File: src/sv/mhic_pkg.sv
// shared types and constants for the magnetometer hard-iron calibrator
// no dependencies
package mhic_pkg;

    localparam int AXES     = 3;
    localparam int SAMPLE_W = 16;
    localparam int DIFF_W   = SAMPLE_W + 1;
    localparam int GAIN_W   = 16;
    localparam int FIELD_W  = 33;
    localparam int IN_W     = 48;
    localparam int OUT_W    = 152;
    localparam int USER_W   = 2;

    typedef logic signed [SAMPLE_W-1:0] sample_t;
    typedef logic signed [DIFF_W-1:0]   diff_t;
    typedef logic signed [FIELD_W-1:0]  field_t;
    typedef logic        [GAIN_W-1:0]   gain_t;

    localparam gain_t   GAIN_RESET    = 16'd384;
    localparam sample_t AXIS_MAX_INIT = 16'sh8000;
    localparam sample_t AXIS_MIN_INIT = 16'sh7fff;
    localparam sample_t OFFSET_INIT   = 16'sh0000;

    // per-axis tracker status for the current sample
    typedef struct packed {
        sample_t offset;
        logic    valid;
        logic    upd;
    } trk_stat_t;

endpackage

File: src/sv/mhic_axis_track.sv
// per-axis running min/max tracker and midpoint offset
// depends on mhic_pkg
module mhic_axis_track
    import mhic_pkg::*;
(
    input  logic      clk,
    input  logic      rst_n,
    input  logic      en,
    input  sample_t   sample,
    output trk_stat_t stat
);

    sample_t max_reg, max_next;
    sample_t min_reg, min_next;
    sample_t offset_reg, offset_next;
    logic    valid_reg, valid_next;
    logic    gt, lt, upd;
    diff_t   sum;
    sample_t mid;

    always_comb
    begin
        gt       = sample > max_reg;
        lt       = sample < min_reg;
        upd      = gt | lt;
        max_next = gt ? sample : max_reg;
        min_next = lt ? sample : min_reg;
        sum      = diff_t'(min_next) + diff_t'(max_next);
        mid      = sum[DIFF_W-1:1];
        offset_next = upd ? mid : offset_reg;
        valid_next  = upd ? (max_next != mid) : valid_reg;
    end

    always_ff @(posedge clk or negedge rst_n)
    begin
        if (!rst_n)
        begin
            max_reg    <= AXIS_MAX_INIT;
            min_reg    <= AXIS_MIN_INIT;
            offset_reg <= OFFSET_INIT;
            valid_reg  <= 1'b0;
        end
        else if (en)
        begin
            max_reg    <= max_next;
            min_reg    <= min_next;
            offset_reg <= offset_next;
            valid_reg  <= valid_next;
        end
    end

    assign stat.offset = offset_next;
    assign stat.valid  = valid_next;
    assign stat.upd    = upd;

endmodule

File: src/sv/mhic_scale.sv
// registered signed difference times unsigned gain
// depends on mhic_pkg
module mhic_scale
    import mhic_pkg::*;
(
    input  logic   clk,
    input  logic   en,
    input  diff_t  diff,
    input  gain_t  gain,
    output field_t prod
);

    field_t prod_reg;
    field_t prod_next;

    always_comb
    begin
        prod_next = field_t'(diff) * $signed({{(FIELD_W-GAIN_W){1'b0}}, gain});
    end

    always_ff @(posedge clk)
    begin
        if (en)
        begin
            prod_reg <= prod_next;
        end
    end

    assign prod = prod_reg;

endmodule

File: src/sv/mag_hard_iron_calibrator.sv
// top level of the magnetometer hard-iron calibrator
// depends on mhic_pkg, mhic_axis_track, mhic_scale
//
// s_tdata carries one raw sample per transfer, six bytes of sensor x, y, z.
// the sample is remapped to body axes (x = sensor y, y = -sensor x,
// z = -sensor z), the per-axis min/max and midpoint offsets are updated,
// and m_tdata returns (axis - offset) * gain with 8 fractional bits plus
// the current offsets; m_tuser carries the all-valid and recal-due flags.
// cfg_data writes the sensitivity gain; cfg_ready is always high and a
// write must only be issued while no sample is in flight.
// three register stages: input, tracker update, multiply into the output
// register. one sample per cycle is sustained while m_tready stays high;
// the tracker compare and midpoint add set the path of the middle stage,
// the 17x16 multiply that of the last.
// when m_tready is low the stages fill up behind the output register and
// s_tready drops only once all three hold a sample.
// reset clears the stage and tracker valid flags, sets the gain to 1.5 and returns the
// trackers to their empty state.
module mag_hard_iron_calibrator
    import mhic_pkg::*;
(
    input  logic              clk,
    input  logic              rst_n,
    input  logic              s_tvalid,
    output logic              s_tready,
    // x_low, x_high, y_low, y_high, z_low, z_high
    input  logic [IN_W-1:0]   s_tdata,
    output logic              m_tvalid,
    input  logic              m_tready,
    // field_x, field_y, field_z, offset_x, offset_y, offset_z, zero pad
    output logic [OUT_W-1:0]  m_tdata,
    // all_offsets_valid, recal_due
    output logic [USER_W-1:0] m_tuser,
    input  logic              cfg_valid,
    output logic              cfg_ready,
    input  logic [GAIN_W-1:0] cfg_data
);

    gain_t     gain_reg;
    logic      a_valid_reg, b_valid_reg, c_valid_reg;
    logic      a_ready, b_ready, c_ready;
    logic      a_adv, b_adv;
    sample_t   body_reg [AXES];
    sample_t   body_next [AXES];
    diff_t     diff_reg [AXES];
    sample_t   off_b_reg [AXES];
    sample_t   off_c_reg [AXES];
    logic      allv_b_reg, recal_b_reg, allv_c_reg, recal_c_reg;
    trk_stat_t stat [AXES];
    field_t    prod [AXES];
    logic      all_valid, any_upd;
    sample_t   sx, sy, sz;

    assign cfg_ready = 1'b1;

    always_ff @(posedge clk or negedge rst_n)
    begin
        if (!rst_n)
        begin
            gain_reg <= GAIN_RESET;
        end
        else if (cfg_valid)
        begin
            gain_reg <= cfg_data;
        end
    end

    assign c_ready  = !c_valid_reg || m_tready;
    assign b_ready  = !b_valid_reg || c_ready;
    assign a_ready  = !a_valid_reg || b_ready;
    assign b_adv    = b_valid_reg && c_ready;
    assign a_adv    = a_valid_reg && b_ready;
    assign s_tready = a_ready;

    always_ff @(posedge clk or negedge rst_n)
    begin
        if (!rst_n)
        begin
            a_valid_reg <= 1'b0;
            b_valid_reg <= 1'b0;
            c_valid_reg <= 1'b0;
        end
        else
        begin
            if (a_ready)
            begin
                a_valid_reg <= s_tvalid;
            end
            if (b_ready)
            begin
                b_valid_reg <= a_valid_reg;
            end
            if (c_ready)
            begin
                c_valid_reg <= b_valid_reg;
            end
        end
    end

    // byte assembly and body-axis remap
    always_comb
    begin
        sx = {s_tdata[15:8], s_tdata[7:0]};
        sy = {s_tdata[31:24], s_tdata[23:16]};
        sz = {s_tdata[47:40], s_tdata[39:32]};
        body_next[0] = sy;
        body_next[1] = -sx;
        body_next[2] = -sz;
    end

    always_ff @(posedge clk)
    begin
        if (s_tvalid && a_ready)
        begin
            for (int i = 0; i < AXES; i++)
            begin
                body_reg[i] <= body_next[i];
            end
        end
    end

    for (genvar g = 0; g < AXES; g++)
    begin : g_axis
        mhic_axis_track u_track (
            .clk    (clk),
            .rst_n  (rst_n),
            .en     (a_adv),
            .sample (body_reg[g]),
            .stat   (stat[g])
        );

        mhic_scale u_scale (
            .clk  (clk),
            .en   (b_adv),
            .diff (diff_reg[g]),
            .gain (gain_reg),
            .prod (prod[g])
        );
    end

    always_comb
    begin
        all_valid = stat[0].valid & stat[1].valid & stat[2].valid;
        any_upd   = stat[0].upd | stat[1].upd | stat[2].upd;
    end

    always_ff @(posedge clk)
    begin
        if (a_adv)
        begin
            for (int i = 0; i < AXES; i++)
            begin
                diff_reg[i]  <= diff_t'(body_reg[i]) - diff_t'(stat[i].offset);
                off_b_reg[i] <= stat[i].offset;
            end
            allv_b_reg  <= all_valid;
            recal_b_reg <= any_upd & all_valid;
        end
        if (b_adv)
        begin
            for (int i = 0; i < AXES; i++)
            begin
                off_c_reg[i] <= off_b_reg[i];
            end
            allv_c_reg  <= allv_b_reg;
            recal_c_reg <= recal_b_reg;
        end
    end

    assign m_tvalid = c_valid_reg;
    assign m_tdata  = {5'b0, off_c_reg[2], off_c_reg[1], off_c_reg[0],
                       prod[2], prod[1], prod[0]};
    assign m_tuser  = {recal_c_reg, allv_c_reg};

endmodule

File: config.mk
export PLATFORM = sky130hd
export DESIGN_NAME = mag_hard_iron_calibrator
export DESIGN_NICKNAME = d
export VERILOG_FILES = /design/src/sv/mhic_pkg.sv /design/src/sv/mhic_axis_track.sv /design/src/sv/mhic_scale.sv /design/src/sv/mag_hard_iron_calibrator.sv
export SDC_FILE = /design/constraint.sdc
export NUM_CORES = 2
export LEC_CHECK = 0
export ABC_CLOCK_PERIOD_IN_PS = 15000
export BUFFER_PORTS_ARGS = -buffer_cell sky130_fd_sc_hd__buf_2
export CAP_MARGIN = 0
export CELL_PAD_IN_SITES_DETAIL_PLACEMENT = 1
export CELL_PAD_IN_SITES_GLOBAL_PLACEMENT = 1
export CORE_MARGIN = 2
export CORE_UTILIZATION = 30
export DETAILED_ROUTE_END_ITERATION = 6
export PLACE_DENSITY_LB_ADDON = 0.1
export SYNTH_ARGS = -nofsm -noshare
export SYNTH_HDL_FRONTEND = slang
export SYNTH_SLANG_ARGS = --single-unit
File: constraint.sdc
create_clock -name clk -period 15 [get_ports clk]
set_clock_uncertainty 0.1 [all_clocks]
set_input_delay 0 -clock clk [delete_from_list [all_inputs] [get_ports clk]]
set_output_delay 0 -clock clk [all_outputs]
set_load 0.005 [all_outputs]
==> reports/metrics.cfg <==
[floorplanning]
die_w_um = 434
initial_core_util_pct = 30.2
die-area_sq_um = 188000
fp.coreArea_sq_um = 183000
die_y_um = 434
rows = 157
ioPinCount = 226

[clock_network]
cts_root_buf = clkbuf_16
path_clk_slew_ps = 60
tritoncts = done
clk_path_buf_depth = 3
cts-buffers-inserted = 66
cts_setup_buffers = 0
h-tree-depth = 3
clock_latency_ps = 690
clkSinkCount = 464

[detailed_routing]
drc = 0
wl_per_cell_um = 18.8
drtIter0Drc = 1103
dr.pass1.iters = 5
viasPerCell = 4.58
routed_wirelength_um = 163000
ant_nets = 0
num_vias = 39500

[layout]
finalNetCount = 7440
largest_register_ffs = 99
synthToLayoutAreaGrowth_pct = 13.7
drive_above_1_share_pct = 8.67
finalNonFillerCells = 8640

[synthesis]
yosys.area_share.simple_pct = 12.9
synthXorXnorAreaFrac_pct = 4.18
synth.mux.area_fraction_pct = 1.42
yosysSeqAreaShare_pct = 23.7
synth.yosys.warnings = 0
async_flop_share_pct = 35.8
synth_compound_area_share_pct = 7.66
synth.distinct_cells = 93
synth_fa_ha_area_share_pct = 39.8
syn_avg_cell_area_sq_um = 9.52
yosys_most_used_dff = edfxtp_1
netlist_area_sq_um = 55500
synth_top_family_by_area = adder cells
synth_cells = 5832
synth_seq_cells = 464
synth-edff-count = 298

[worst_setup_path]
max_stage_delay_ps = 970
crit_type = flop to flop
crit_fanout = 26
critPathSlowestCell = a211oi_4
timing.reg2reg.setup_slack_ps = 6770
cp.arrival_ps = 8510
startpoint_type = flop
critPathCaptureType = flop
critPathRequiredTime_ps = 15280
path_common_cell = o21ai_0

[grt]
grt_pass1_wl_um = 258000
antenna_found_initial = 5
grt_max_degree = 102
grt_remaining_overflow = 0
track_usage_pct = 17.7
grt_pass1_vias = 44400

[placed_design]
place_hpwl_um = 127000
place_congestion = 0.813
dp.cells = 8368
port_buffers = 219

[sta]
rsz0062_at_grt = no
period_needed_ps = 8230
worst_pin_slew_ps = 1110
finalHoldViolCount = 0
period_share_pct = 54.8
finalSetupTns_ps = 0
setup-violations-final = 0
final_max_slew_viol_count = 0
slew_headroom_pct = 25.5
max_freq_ghz = 0.122

[hold_path]
hold_path_class = input port to flop

[run_status]
status = finished clean

[job]
max_cap_viol_count = 0

[metal layers]
metal	GRT usage, %	routed length [um]	up-vias
met4	3.82	2880	4
met1	23.5	75500	20400
met2	31.2	80600	316
li1	-	-	18700
met3	1.74	3540	128
met5	0	30	-
[Yosys cell counts (8+ instances only)]
cell | instances | area (sq um)
inv_1 | 1287 | 4830
fa_1 | 828 | 16600
nand2_1 | 826 | 3100
ha_1 | 422 | 5280
and2_1 | 301 | 1880
edfxtp_1 | 298 | 8950
o21ai_0 | 274 | 1370
xnor2_1 | 224 | 1960
clkbuf_1 | 207 | 777
a21oi_1 | 169 | 846
nor2_1 | 162 | 608
dfrtp_1 | 116 | 2900
a21o_1 | 57 | 428
dfstp_2 | 50 | 1310
nand3_1 | 50 | 250
mux2i_1 | 47 | 470
nor3_1 | 43 | 215
xor2_1 | 41 | 359
and3_1 | 27 | 169
nor2b_1 | 27 | 169
mux2_2 | 23 | 259
nand4_1 | 23 | 144
nor4_1 | 23 | 144
nand2b_1 | 21 | 131
a21boi_0 | 16 | 120
o211ai_1 | 15 | 113
o21a_1 | 15 | 113
a31oi_1 | 14 | 87.6
o21bai_1 | 14 | 105
or3_1 | 13 | 81.3
maj3_2 | 12 | 135
maj3_1 | 11 | 110
o31ai_1 | 11 | 82.6
a2111oi_0 | 10 | 87.6
a211oi_1 | 10 | 75.1
or2_2 | 10 | 62.6
a211o_1 | 9 | 78.8
o31a_1 | 9 | 78.8
buf_1 | 8 | 30.0
buf_4 | 8 | 60.1
[critical path: cells and delay by family (launching register included)]
kind	cells	cell delay [ps]
multiplexers	1	250
AO/OA/AOI/OAI	14	3430
AND/OR/NAND/NOR	9	2090
adder cells (fa/ha/maj)	4	1490
flip-flops	1	550
[cell families after synthesis]
group / Yosys count
flip-flops: 464
XOR/XNOR: 265
other: 2
multiplexers: 74
adder cells (fa/ha/maj): 1273
AND/OR/NAND/NOR: 1546
buffers and inverters: 1518
AO/OA/AOI/OAI: 690
[layout make-up]
| type | instances | area, sq um |
|---|---|---|
| Clock buffer | 86 | 1800 |
| Timing Repair Buffer | 446 | 3200 |
| Fill cell | 21100 | 120000 |
| Multi-Input combinational cell | 3854 | 36600 |
| Antenna cell | 3 | 7.51 |
| Inverter | 1289 | 4850 |
| Tap cell | 2464 | 3080 |
| Sequential cell | 464 | 13200 |
| Clock inverter | 34 | 374 |
[final timing paths]
| check | depth (start not counted) | from | to |
|---|---|---|---|
| min in group asynchronous | 3 | rst_n | g_axis[1].u_track.min_reg[14] |
| setup / recovery | 28 | body_reg[0][12] | diff_reg[0][15] |
| setup reg to reg | 28 | body_reg[0][12] | diff_reg[0][15] |
| max in group asynchronous | 4 | rst_n | gain_reg[11] |
| hold / removal | 4 | m_tready | m_tvalid |
| hold reg to reg | 0 | off_b_reg[0][10] | off_c_reg[0][10] |
[what timing repair did]
action	CTS	global route
hold buffers	149	0
endpoints found under the hold margin	128	0
gates resized for setup	0	0
[per-stage QoR]
step           area (sq um)  util [%]  hold WS [ps]  setup slack [ps]
6_report              63100      34.4          70.6              6770
5_1_grt               63100      34.4          89.6              5990
2_1_floorplan         55500         -          -396              7550
3_3_place_gp          59400      32.4         -49.8              6720
4_1_cts               63100      34.4          15.7              6640
3_5_place_dp          59400      32.4         -56.8              6680
[cells in the final DEF, fill, tap and decap left out, types with 15 or more instances in the layout]
| cell type | count |
|---|---|
| a21o_1 | 57 |
| fa_1 | 828 |
| buf_2 | 218 |
| o211ai_1 | 15 |
| nand4_1 | 23 |
| nand2b_1 | 21 |
| edfxtp_1 | 298 |
| inv_1 | 1287 |
| nand3_1 | 50 |
| dfstp_2 | 50 |
| and2_1 | 299 |
| mux2i_1 | 46 |
| nor2b_1 | 27 |
| xor2_1 | 41 |
| buf_4 | 78 |
| o21ai_0 | 274 |
| dfrtp_1 | 105 |
| and3_1 | 27 |
| clkbuf_16 | 67 |
| nand2_1 | 825 |
| nor4_1 | 23 |
| a21boi_0 | 16 |
| o21a_1 | 15 |
| nor3_1 | 43 |
| nor2_1 | 162 |
| mux2_2 | 23 |
| a21oi_1 | 168 |
| dlygate4sd3_1 | 148 |
| xnor2_1 | 224 |
| ha_1 | 422 |
Power is left out: the tool's default activity adds up to more than one toggle a clock period on the data nets, which glitch-free logic cannot reach.
